$ cat config.mk
export PLATFORM = sky130hd
export DESIGN_NAME = hsv_to_rgb_converter
export DESIGN_NICKNAME = d
export VERILOG_FILES = /design/src/sv/hsvrgb_pkg.sv /design/src/sv/hsvrgb_sector.sv /design/src/sv/hsvrgb_levels.sv /design/src/sv/hsvrgb_select.sv /design/src/sv/hsv_to_rgb_converter.sv
export VERILOG_INCLUDE_DIRS = /design/src /design/src/sv
export SDC_FILE = /design/constraint.sdc
export NUM_CORES = 2
export LEC_CHECK = 0
export BUFFER_PORTS_ARGS = -buffer_cell sky130_fd_sc_hd__buf_2
export CAP_MARGIN = 20
export CELL_PAD_IN_SITES_DETAIL_PLACEMENT = 1
export CELL_PAD_IN_SITES_GLOBAL_PLACEMENT = 2
export CORE_MARGIN = 3
export CORE_UTILIZATION = 26
export CTS_CLUSTER_SIZE = 40
export DETAILED_ROUTE_END_ITERATION = 10
export PLACE_DENSITY_LB_ADDON = 0.1
export SLEW_MARGIN = 40
export SYNTH_ARGS = -nofsm -noshare
export SYNTH_HDL_FRONTEND = slang
export SYNTH_SLANG_ARGS = --single-unit
$ cat constraint.sdc
create_clock -name i_clk -period 7.8 [get_ports i_clk]
set_input_delay 2.34 -clock i_clk [delete_from_list [all_inputs] [get_ports i_clk]]
set_output_delay 2.34 -clock i_clk [all_outputs]
set_load 0.01 [all_outputs]
$ cat src/sv/hsv_to_rgb_converter_macros.svh
// Assertion macros shared by the HSV to RGB converter modules.
`ifndef HSV_TO_RGB_CONVERTER_MACROS_SVH
`define HSV_TO_RGB_CONVERTER_MACROS_SVH

// A property that must hold at every clock edge outside reset.
`define HSVRGB_ASSERT(label, clk, rst_n, prop, msg) \
    label: assert property (@(posedge clk) disable iff (!rst_n) prop) else $error(msg);

// A condition in one cycle that implies an outcome in the following cycle.
`define HSVRGB_ASSERT_NEXT(label, clk, rst_n, cond, outcome, msg) \
    label: assert property (@(posedge clk) disable iff (!rst_n) (cond) |=> (outcome)) else $error(msg);

`endif

$ cat src/sv/hsvrgb_pkg.sv
// Shared constants and pipeline stage types of the HSV to RGB converter.
package hsvrgb_pkg;

    // Channel format is unsigned Q1.12, hue is a fraction of a turn.
    localparam int ChFracBits = 12;
    localparam int ChW        = ChFracBits + 1;
    localparam int HueBits    = 16;
    localparam int SectorW    = 3;

    localparam logic [ChW-1:0]     ChOne  = {1'b1, {ChFracBits{1'b0}}};
    localparam logic [HueBits:0]   HueOne = {1'b1, {HueBits{1'b0}}};

    // Hue sextant; codes six and seven cannot arise from hue * 6.
    typedef enum logic [SectorW-1:0] {
        SECT_RED_YELLOW     = 3'd0,
        SECT_YELLOW_GREEN   = 3'd1,
        SECT_GREEN_CYAN     = 3'd2,
        SECT_CYAN_BLUE      = 3'd3,
        SECT_BLUE_MAGENTA   = 3'd4,
        SECT_MAGENTA_RED    = 3'd5
    } t_sector;

    // Raw pixel as taken from the input channel.
    typedef struct packed {
        logic [HueBits-1:0] hue;
        logic [ChW-1:0]     sat;
        logic [ChW-1:0]     val;
        logic [ChW-1:0]     alpha;
    } t_hsv;

    // After stage one: sector split and clamped channels.
    typedef struct packed {
        t_sector            sector;
        logic [HueBits-1:0] frac;
        logic               gray;
        logic [ChW-1:0]     sat;
        logic [ChW-1:0]     val;
        logic [ChW-1:0]     alpha;
    } t_stage1;

    // After stage two: saturation scaled by the fraction and its complement.
    typedef struct packed {
        t_sector        sector;
        logic           gray;
        logic [ChW-1:0] sat;
        logic [ChW-1:0] val;
        logic [ChW-1:0] alpha;
        logic [ChW-1:0] sf;
        logic [ChW-1:0] sfc;
    } t_stage2;

    // After stage three: the three derived levels.
    typedef struct packed {
        t_sector        sector;
        logic           gray;
        logic [ChW-1:0] val;
        logic [ChW-1:0] alpha;
        logic [ChW-1:0] lvl_p;
        logic [ChW-1:0] lvl_q;
        logic [ChW-1:0] lvl_t;
    } t_stage3;

    // Finished RGB pixel.
    typedef struct packed {
        logic [ChW-1:0] red;
        logic [ChW-1:0] green;
        logic [ChW-1:0] blue;
        logic [ChW-1:0] alpha;
    } t_rgb;

    // Advance enables of the two multiplier stages.
    typedef struct packed {
        logic s2;
        logic s3;
    } t_lvl_en;

    // Occupancy of the two multiplier stages.
    typedef struct packed {
        logic s2;
        logic s3;
    } t_lvl_vld;

endpackage

$ cat src/sv/hsvrgb_sector.sv
// Stage one: hue to sector and fraction, saturation and value clamping.
`include "hsv_to_rgb_converter_macros.svh"

module hsvrgb_sector (
    input  logic                i_clk,
    input  logic                i_rst_n,
    input  logic                i_en,
    input  logic                i_valid,
    input  hsvrgb_pkg::t_hsv    i_data,
    output logic                o_valid,
    output hsvrgb_pkg::t_stage1 o_data
);

    logic [hsvrgb_pkg::HueBits+2:0] n_h6;
    hsvrgb_pkg::t_stage1            n_stage;
    hsvrgb_pkg::t_stage1            r_stage;
    logic                           r_valid;

    // Hue times six as two shifted adds; the top bits are the sector.
    always_comb begin
        n_h6 = {i_data.hue, 2'b00} + {1'b0, i_data.hue, 1'b0};
        n_stage.sector = hsvrgb_pkg::t_sector'(n_h6[hsvrgb_pkg::HueBits+2:hsvrgb_pkg::HueBits]);
        n_stage.frac   = n_h6[hsvrgb_pkg::HueBits-1:0];
        n_stage.sat    = (i_data.sat > hsvrgb_pkg::ChOne) ? hsvrgb_pkg::ChOne : i_data.sat;
        n_stage.val    = (i_data.val > hsvrgb_pkg::ChOne) ? hsvrgb_pkg::ChOne : i_data.val;
        n_stage.gray   = (i_data.sat == '0);
        n_stage.alpha  = i_data.alpha;
    end

    // Valid bit of the stage.
    always_ff @(posedge i_clk) begin
        if (!i_rst_n) begin
            r_valid <= 1'b0;
        end else if (i_en) begin
            r_valid <= i_valid;
        end
    end

    // Stage payload.
    always_ff @(posedge i_clk) begin
        if (i_en && i_valid) begin
            r_stage <= n_stage;
        end
    end

    assign o_valid = r_valid;
    assign o_data  = r_stage;

    `HSVRGB_ASSERT_NEXT(a_sector_clamped, i_clk, i_rst_n, i_en && i_valid, o_valid && (o_data.sat <= hsvrgb_pkg::ChOne) && (o_data.val <= hsvrgb_pkg::ChOne), "stage one lost a transaction or left a channel above one")
    `HSVRGB_ASSERT(a_sector_gray, i_clk, i_rst_n, o_valid |-> (o_data.gray == (o_data.sat == '0)), "gray flag disagrees with clamped saturation")

endmodule

$ cat src/sv/hsvrgb_levels.sv
// Stages two and three: saturation products and the p, q and t levels.
`include "hsv_to_rgb_converter_macros.svh"

module hsvrgb_levels (
    input  logic                 i_clk,
    input  logic                 i_rst_n,
    input  hsvrgb_pkg::t_lvl_en  i_en,
    input  logic                 i_valid,
    input  hsvrgb_pkg::t_stage1  i_data,
    output hsvrgb_pkg::t_lvl_vld o_vld,
    output hsvrgb_pkg::t_stage3  o_data
);

    localparam int SfW  = hsvrgb_pkg::ChW + hsvrgb_pkg::HueBits;
    localparam int SfcW = SfW + 1;
    localparam int LvW  = 2 * hsvrgb_pkg::ChW;

    // v * (1 - x), truncated back to the channel format.
    function automatic logic [hsvrgb_pkg::ChW-1:0] scale_level(
        input logic [hsvrgb_pkg::ChW-1:0] v,
        input logic [hsvrgb_pkg::ChW-1:0] x
    );
        logic [LvW-1:0] prod;
        prod = LvW'(v) * LvW'(hsvrgb_pkg::ChOne - x);
        return prod[hsvrgb_pkg::ChFracBits+hsvrgb_pkg::ChW-1:hsvrgb_pkg::ChFracBits];
    endfunction

    logic [hsvrgb_pkg::HueBits:0] n_frac_c;
    logic [SfW-1:0]               n_sf_prod;
    logic [SfcW-1:0]              n_sfc_prod;
    hsvrgb_pkg::t_stage2          n_s2;
    hsvrgb_pkg::t_stage2          r_s2;
    hsvrgb_pkg::t_stage3          n_s3;
    hsvrgb_pkg::t_stage3          r_s3;
    logic                         r_vld2;
    logic                         r_vld3;
    logic [hsvrgb_pkg::ChW:0]     w_frac_sum;
    logic [hsvrgb_pkg::ChW:0]     w_sat_ext;

    // Stage two: s * f and s * (1 - f), both truncated.
    always_comb begin
        n_frac_c   = hsvrgb_pkg::HueOne - {1'b0, i_data.frac};
        n_sf_prod  = SfW'(i_data.sat) * SfW'(i_data.frac);
        n_sfc_prod = SfcW'(i_data.sat) * SfcW'(n_frac_c);
        n_s2.sector = i_data.sector;
        n_s2.gray   = i_data.gray;
        n_s2.sat    = i_data.sat;
        n_s2.val    = i_data.val;
        n_s2.alpha  = i_data.alpha;
        n_s2.sf     = n_sf_prod[SfW-1:hsvrgb_pkg::HueBits];
        n_s2.sfc    = n_sfc_prod[SfW-1:hsvrgb_pkg::HueBits];
    end

    // Stage three: the three levels from value.
    always_comb begin
        n_s3.sector = r_s2.sector;
        n_s3.gray   = r_s2.gray;
        n_s3.val    = r_s2.val;
        n_s3.alpha  = r_s2.alpha;
        n_s3.lvl_p  = scale_level(r_s2.val, r_s2.sat);
        n_s3.lvl_q  = scale_level(r_s2.val, r_s2.sf);
        n_s3.lvl_t  = scale_level(r_s2.val, r_s2.sfc);
    end

    // Valid bits of both stages.
    always_ff @(posedge i_clk) begin
        if (!i_rst_n) begin
            r_vld2 <= 1'b0;
            r_vld3 <= 1'b0;
        end else begin
            if (i_en.s2) begin
                r_vld2 <= i_valid;
            end
            if (i_en.s3) begin
                r_vld3 <= r_vld2;
            end
        end
    end

    // Payload registers of both stages.
    always_ff @(posedge i_clk) begin
        if (i_en.s2 && i_valid) begin
            r_s2 <= n_s2;
        end
        if (i_en.s3 && r_vld2) begin
            r_s3 <= n_s3;
        end
    end

    assign o_vld.s2 = r_vld2;
    assign o_vld.s3 = r_vld3;
    assign o_data   = r_s3;

    // The two truncated products together fall short of s by at most one.
    assign w_frac_sum = {1'b0, r_s2.sf} + {1'b0, r_s2.sfc};
    assign w_sat_ext  = {1'b0, r_s2.sat};

    `HSVRGB_ASSERT(a_frac_split, i_clk, i_rst_n, r_vld2 |-> (w_frac_sum == w_sat_ext) || ((w_frac_sum + 1'b1) == w_sat_ext), "saturation products do not add up to saturation")
    `HSVRGB_ASSERT_NEXT(a_levels_bounded, i_clk, i_rst_n, i_en.s3 && r_vld2, r_vld3 && (r_s3.lvl_p <= r_s3.val) && (r_s3.lvl_q <= r_s3.val) && (r_s3.lvl_t <= r_s3.val), "a level exceeds value")

endmodule

$ cat src/sv/hsvrgb_select.sv
// Stage four: sector placement of the levels into the output register.
`include "hsv_to_rgb_converter_macros.svh"

module hsvrgb_select (
    input  logic                i_clk,
    input  logic                i_rst_n,
    input  logic                i_en,
    input  logic                i_valid,
    input  hsvrgb_pkg::t_stage3 i_data,
    output logic                o_valid,
    output hsvrgb_pkg::t_rgb    o_data
);

    hsvrgb_pkg::t_rgb n_pix;
    hsvrgb_pkg::t_rgb r_pix;
    logic             r_valid;

    // Hexcone placement; zero saturation gives gray at value.
    always_comb begin
        n_pix.alpha = i_data.alpha;
        n_pix.red   = i_data.val;
        n_pix.green = i_data.val;
        n_pix.blue  = i_data.val;
        if (!i_data.gray) begin
            unique case (i_data.sector)
                hsvrgb_pkg::SECT_YELLOW_GREEN: begin
                    n_pix.red   = i_data.lvl_q;
                    n_pix.blue  = i_data.lvl_p;
                end
                hsvrgb_pkg::SECT_GREEN_CYAN: begin
                    n_pix.red   = i_data.lvl_p;
                    n_pix.blue  = i_data.lvl_t;
                end
                hsvrgb_pkg::SECT_CYAN_BLUE: begin
                    n_pix.red   = i_data.lvl_p;
                    n_pix.green = i_data.lvl_q;
                end
                hsvrgb_pkg::SECT_BLUE_MAGENTA: begin
                    n_pix.red   = i_data.lvl_t;
                    n_pix.green = i_data.lvl_p;
                end
                hsvrgb_pkg::SECT_MAGENTA_RED: begin
                    n_pix.green = i_data.lvl_p;
                    n_pix.blue  = i_data.lvl_q;
                end
                default: begin
                    n_pix.green = i_data.lvl_t;
                    n_pix.blue  = i_data.lvl_p;
                end
            endcase
        end
    end

    // Output valid bit.
    always_ff @(posedge i_clk) begin
        if (!i_rst_n) begin
            r_valid <= 1'b0;
        end else if (i_en) begin
            r_valid <= i_valid;
        end
    end

    // Output payload.
    always_ff @(posedge i_clk) begin
        if (i_en && i_valid) begin
            r_pix <= n_pix;
        end
    end

    assign o_valid = r_valid;
    assign o_data  = r_pix;

    `HSVRGB_ASSERT_NEXT(a_gray_out, i_clk, i_rst_n, i_en && i_valid && i_data.gray, o_valid && (o_data.red == o_data.green) && (o_data.green == o_data.blue), "gray pixel left with unequal channels")

endmodule

$ cat src/sv/hsv_to_rgb_converter.sv
// Top level of the pipelined HSV to RGB pixel converter.
//
//   Channel   Direction  Handshake            Payload
//   input     in         i_valid / o_ready    i_hue, i_saturation, i_brightness, i_opacity
//   output    out        o_valid / i_ready    o_red, o_green, o_blue, o_opacity_out
//
// Four register stages: sector split, saturation products, level products, placement.
// Placement drives o_valid; one transaction per cycle is taken unless stalled.
// The multiplier stages set the depth: stage two forms two products of at most 13 by 17
// bits, stage three forms three 13 by 13 bit products.
// A stall on the output stops only the occupied stages; empty stages still fill.
// Synchronous active-low reset clears every valid bit; no payload is reset.
`include "hsv_to_rgb_converter_macros.svh"

module hsv_to_rgb_converter (
    input  logic                            i_clk,
    input  logic                            i_rst_n,
    input  logic                            i_valid,
    output logic                            o_ready,
    input  logic [hsvrgb_pkg::HueBits-1:0]  i_hue,
    input  logic [hsvrgb_pkg::ChW-1:0]      i_saturation,
    input  logic [hsvrgb_pkg::ChW-1:0]      i_brightness,
    input  logic [hsvrgb_pkg::ChW-1:0]      i_opacity,
    output logic                            o_valid,
    input  logic                            i_ready,
    output logic [hsvrgb_pkg::ChW-1:0]      o_red,
    output logic [hsvrgb_pkg::ChW-1:0]      o_green,
    output logic [hsvrgb_pkg::ChW-1:0]      o_blue,
    output logic [hsvrgb_pkg::ChW-1:0]      o_opacity_out
);

    hsvrgb_pkg::t_hsv     w_hsv;
    hsvrgb_pkg::t_stage1  w_s1;
    hsvrgb_pkg::t_stage3  w_s3;
    hsvrgb_pkg::t_rgb     w_pix;
    hsvrgb_pkg::t_lvl_en  w_lvl_en;
    hsvrgb_pkg::t_lvl_vld w_lvl_vld;
    logic                 w_vld1;
    logic                 w_en1;
    logic                 w_en4;

    // A stage advances when it is empty or the stage after it advances.
    assign w_en4       = !o_valid || i_ready;
    assign w_lvl_en.s3 = !w_lvl_vld.s3 || w_en4;
    assign w_lvl_en.s2 = !w_lvl_vld.s2 || w_lvl_en.s3;
    assign w_en1       = !w_vld1 || w_lvl_en.s2;
    assign o_ready     = w_en1;

    assign w_hsv.hue   = i_hue;
    assign w_hsv.sat   = i_saturation;
    assign w_hsv.val   = i_brightness;
    assign w_hsv.alpha = i_opacity;

    hsvrgb_sector u_sector (
        .i_clk   (i_clk),
        .i_rst_n (i_rst_n),
        .i_en    (w_en1),
        .i_valid (i_valid),
        .i_data  (w_hsv),
        .o_valid (w_vld1),
        .o_data  (w_s1)
    );

    hsvrgb_levels u_levels (
        .i_clk   (i_clk),
        .i_rst_n (i_rst_n),
        .i_en    (w_lvl_en),
        .i_valid (w_vld1),
        .i_data  (w_s1),
        .o_vld   (w_lvl_vld),
        .o_data  (w_s3)
    );

    hsvrgb_select u_select (
        .i_clk   (i_clk),
        .i_rst_n (i_rst_n),
        .i_en    (w_en4),
        .i_valid (w_lvl_vld.s3),
        .i_data  (w_s3),
        .o_valid (o_valid),
        .o_data  (w_pix)
    );

    assign o_red         = w_pix.red;
    assign o_green       = w_pix.green;
    assign o_blue        = w_pix.blue;
    assign o_opacity_out = w_pix.alpha;

    `HSVRGB_ASSERT(a_ready_when_drained, i_clk, i_rst_n, !o_valid |-> o_ready, "input refused while the output register is empty")
    `HSVRGB_ASSERT_NEXT(a_output_held, i_clk, i_rst_n, o_valid && !i_ready, o_valid, "waiting result dropped during a stall")

endmodule

# == After elaboration in Yosys (flattened, before gate mapping) ==
# Cells that the tools add are included.
# W data, S select, Z words.
# classes
addsub,5
n_mul,5
order_cmp,2
eq_ne,5
muxes,4
n_reduce_logical,17
# op_table
op,count
$pmux W13 S3,3
$mul A13 B26 Y25,3
$sub A13 B13 Y14 const A,3
$mux W39,1
$mul A13 B16 Y29,1
$mul A13 B17 Y29,1
$gt A13 B13 Y1 const B,2
$add A18 B17 Y19,1
$sub A17 B16 Y17 const A,1
$logic_not A13 Y1,1
$reduce_or A2 Y1,4
$eq A3 B2 Y1 const B,2
$eq A3 B3 Y1 const B,2
$logic_and A1 B1 Y1,4
$logic_not A1 Y1,4
$logic_or A1 B1 Y1,4
$eq A3 B1 Y1 const B,1
# totals
regBits,253
input_bits,59
out_inout_bits,54

# == Logic depth before layout (Yosys ltp) ==
# logic_depth
depth_word,6
ltp_mapped,28
depth_no_buf,26

# == Cells and area by module ==
# A second synthesis with hierarchy kept.
# hier_totals
cells_unflattened,4189
hier_area_um2,40854.2
# modules_own_cells
mod,n_inst,cells_each,area_per_inst_um2,seq_area_each_um2
hsvrgb_levels,1,3721,34989.8,4184.0
hsvrgb_select,1,285,3141.8,1581.5
hsvrgb_sector,1,178,2690.1,1761.7
hsv_to_rgb_converter,1,5,32.5,0.0

# == Worst setup path after synthesis ==
# No wires, ideal clock.
# synth_path
path_kind,input port to flip-flop
start,in i_ready
end,"reg u_levels.r_s2, in the netlist u_levels.n_s3[39] (enable)"
setup_ps,601
arrival_ps,7656
required_time_ps,7199
slack_ps,-457
path_stages,3
n_path_buf,0
path_cell_list,nor2b_1 and2_0 a21boi_0
# synth_between
elab_chain_len,4
# synth_lines
item,line_no,source
from (decl),hsv_to_rgb_converter.sv:25,"input logic i_ready,"
$logic_or A1 B1 Y1,hsv_to_rgb_converter.sv:43,assign w_en4 = !o_valid || i_ready;
$logic_or A1 B1 Y1,hsv_to_rgb_converter.sv:44,assign w_lvl_en.s3 = !w_lvl_vld.s3 || w_en4;
$logic_or A1 B1 Y1,hsv_to_rgb_converter.sv:45,assign w_lvl_en.s2 = !w_lvl_vld.s2 || w_lvl_en.s3;
$logic_and A1 B1 Y1,hsvrgb_levels.sv:82,if (i_en.s2 && i_valid) begin
to (signal assigned),hsvrgb_levels.sv:83,r_s2 <= n_s2;
to (decl),hsvrgb_levels.sv:32,hsvrgb_pkg::t_stage2 r_s2;
# Every way passes these cells.
# A chain may end at the register's enable or synchronous reset.

==> impl_metrics.ini <==
[outcome]
status = complete, no violations

[clocking]
cts_made_buffers = 35
root_buffer = clkbuf_16
cts_hold_buf = 0
clock_latency_ps = 600
clk_pin_slew_ps = 60
postCtsSetupRepairBufs = 0
cts-htree-levels = 2
cts_tree = done
cts_resized = 0
clk_path_buf_depth = 3
clkSinkCount = 252

[synth]
async_flop_share_pct = 0
synthCells = 4297
synth_adder_area_share_pct = 46.3
avgSynthCellArea_um2 = 9.60
synth_mux_area_share_pct = 0.670
netlist-cell-type-count = 73
yosys.area_share.simple_pct = 15.5
yosys_warnings = 0
synth_compound_area_share_pct = 5.05
synth_nets = 5417
ys_ff_latch = 252
synth_top_family_by_area = adder cells
synth_seq_area_share_pct = 18.2
syn_area_mm2 = 0.0413
synth_flop_cell = edfxtp_1
synth_xor_xnor_area_share_pct = 3.14
synth-edff-count = 248

[floorplanning]
rows = 145
core_area_mm2 = 0.157
die-height_um = 404
die_w_um = 404
io_pins = 113
start_util_pct = 26.3
die-area_mm2 = 0.164

[route]
drc = 0
via_count = 27900
drt_iter0_markers = 942
vias_per_cell = 4.31
ant_nets = 0
routedWlPerCell_um = 20.1
routed_wl_mm = 130
drt_pass1_iterations = 5

[layout]
synthToLayoutAreaGrowth_pct = 12.0
drive_gt1_share_pct = 8.37
nFillCells = 17900
layout.nets = 5505

[worst_setup_path]
worstSetupPathType = register to register
cp.buffers_inverters = 4
crit_path_end_kind = register
worstPathMaxFanout = 13
max_stage_delay_ps = 550
worstPathArrival_ps = 7460
required_ps = 8130
cpMostUsedCell = fa_1
cp_slowest_cell = fa_1
start_kind = register
path_cells = nor4_1 > nand2_1 > nor4_1 > xnor2_2 > and2_1 > fa_1 > inv_1 > fa_1 > inv_1 > fa_1 > fa_1 > inv_1 > fa_1 > inv_1 > ha_1 > a2111o_1 > a21oi_2 > o21a_1 > o21ai_1 > o211a_1 > o21a_1 > nor2_1 > xnor2_1
critical-path-top-delay-family = adder cells
rrSetupSlack_ps = 670

[sta]
fin_crit_sh_pct = 91.4
min_period_ps = 7130
fin_setup_tns_ps = 0
setup_viol = 0
max_freq_mhz = 140
rsz0062_at_grt = false
drv_slew = 0
relSlewSlack_pct = 44.8
tightest_slew_ps = 828
skew_ps = 43.4
hold_viol = 0

[global_route]
grt_max_degree = 55
antenna_found_initial = 1
overflow = 0
grt_pass1_vias = 32300
grt_first_pass_wirelength_mm = 204
grt_use_total_pct = 16.4

[min_path]
hold_class = register to register

[placed_design]
portBuffers = 112
gp_congestion = 0.752
hpwl_mm = 107

[job]
drv_cap = 0
==> cell families (layout without fill, tap and decap cells) <==
family	after synthesis	count (layout)
and+or+nand+nor	1284	1284
buffers and inverters	1218	1331
adders and majority gates	1061	1061
AOI/OAI and AO/OA	308	308
DFF	252	252
xor gates and xnor gates	148	148
muxes	26	26
other	0	4
==> registers in the layout, indices dropped and copies added, names as in the netlist <==
name / count
u_levels.n_s3: 30
u_levels.o_data: 69
u_levels.r_s2: 39
u_levels.r_vld2: 1
u_levels.r_vld3: 1
u_sector.o_data: 58
u_sector.o_valid: 1
u_select.o_data: 52
u_select.o_valid: 1
==> layout make-up <==
cell class                 count  area, µm²  share of cell area (%)
sequential                   252       7530                    16.3
clock buffer                  42        942                    2.04
antenna                        4       10.0                  0.0217
multi-input combinational   2827      29300                    63.4
timing repair buffer         262       1850                    4.00
inverter                    1007       3780                    8.18
clock inverter                20        241                   0.522
tap                         2058       2570                    5.57
==> worst reg2reg max path: stages (launching register included) <==
cell and delay, ps:
edfxtp_1 440, nor4_1 490, nand2_1 210, nor4_1 380
xnor2_2 330, and2_1 290, fa_1 540, inv_1 50
fa_1 470, inv_1 50, fa_1 490, fa_1 550
inv_1 50, fa_1 470, inv_1 40, ha_1 300
a2111o_1 380, a21oi_2 270, o21a_1 230, o21ai_1 190
o211a_1 310, o21a_1 190, nor2_1 110, xnor2_1 70
==> synthesized netlist by cell type, types with 3 or more instances <==
| cell | number | area (µm²) |
|---|---|---|
| a21oi_2 | 4 | 35.0 |
| o21a_1 | 17 | 128 |
| o31a_1 | 4 | 35.0 |
| nor2_1 | 116 | 435 |
| a22oi_1 | 13 | 97.6 |
| nand3_1 | 18 | 90.1 |
| edfxtp_1 | 248 | 7450 |
| mux2_2 | 13 | 146 |
| nor3_1 | 34 | 170 |
| buf_2 | 5 | 25.0 |
| o221ai_1 | 14 | 123 |
| a21o_1 | 17 | 128 |
| and3_1 | 13 | 81.3 |
| o21ai_1 | 4 | 20.0 |
| and2_1 | 425 | 2660 |
| or4_1 | 4 | 30.0 |
| a31oi_1 | 4 | 25.0 |
| mux2i_1 | 13 | 130 |
| o21bai_1 | 6 | 45.0 |
| nand4_1 | 15 | 93.8 |
| o211ai_1 | 17 | 128 |
| o22a_1 | 13 | 114 |
| o41a_1 | 3 | 33.8 |
| or2_2 | 5 | 31.3 |
| xnor2_1 | 113 | 990 |
| fa_1 | 778 | 15600 |
| buf_1 | 3 | 11.3 |
| o2111ai_1 | 3 | 26.3 |
| inv_1 | 1007 | 3780 |
| or3_1 | 3 | 18.8 |
| a21oi_1 | 75 | 375 |
| a21boi_0 | 5 | 37.5 |
| a211oi_1 | 6 | 45.0 |
| o21ai_0 | 77 | 385 |
| nand2b_1 | 35 | 219 |
| nand2_1 | 537 | 2020 |
| nor2b_1 | 42 | 263 |
| nor4_1 | 11 | 68.8 |
| dfxtp_1 | 4 | 80.1 |
| ha_1 | 283 | 3540 |
| nand3b_1 | 16 | 120 |
| xor2_1 | 35 | 307 |
| clkbuf_1 | 203 | 762 |
==> layout by cell type (no fill, tap or decap), types with 5 or more instances in the layout <==
cell and count:
inv_1 1007, a21oi_1 74, buf_2 112, a211oi_1 6, nor4_1 11, buf_12 11, nand2b_1 35, o21bai_1 6
o21a_1 17, o21ai_0 77, mux2i_1 13, nand3b_1 16, xor2_1 35, buf_6 7, or2_2 5, a22oi_1 13
xnor2_2 8, a21o_1 17, o211ai_1 17, nor2_1 115, mux2_2 13, nor2b_1 40, clkbuf_16 35, o22a_1 13
and2_1 425, nand4_1 15, clkinv_2 5, nor3_1 34, buf_4 132, nand2_1 537, nand3_1 18, o221ai_1 14
fa_1 778, and3_1 13, edfxtp_1 248, xnor2_1 104, clkinv_1 5, ha_1 283
==> stage by stage <==
step	instances	util [%]	cell area, µm²	hold slack, ps	setup WS (ps)
global placement	6399	28.6	44900	401	572
floorplan	4297	-	41300	400	1130
detailed placement	6405	28.7	45000	406	553
finish	6472	29.5	46200	414	667
CTS	6467	29.4	46200	419	540
global route	6468	29.4	46200	420	123
==> layer usage <==
| layer | share of wire [%] | up-vias | track usage [%] |
|---|---|---|---|
| met3 | 1.3 | 59 | 1.02 |
| met4 | 1.1 | 0 | 2.14 |
| met1 | 47 | 14600 | 22.4 |
| li1 | - | 13100 | - |
| met2 | 50 | 139 | 29.2 |
| met5 | 0 | - | 0 |
==> final timing paths <==
kind	start	endpoint	depth (start not counted)
max reg2reg	u_levels.r_s2[54]	u_levels.o_data[38]	23
max	u_levels.r_s2[54]	u_levels.o_data[38]	23
min	u_levels.n_s3[39]	u_levels.o_data[39]	0
min reg2reg	u_levels.n_s3[39]	u_levels.o_data[39]	0
Power is left out: the tool's default activity adds up to more than one toggle a clock period on the data nets, which glitch-free logic cannot reach.
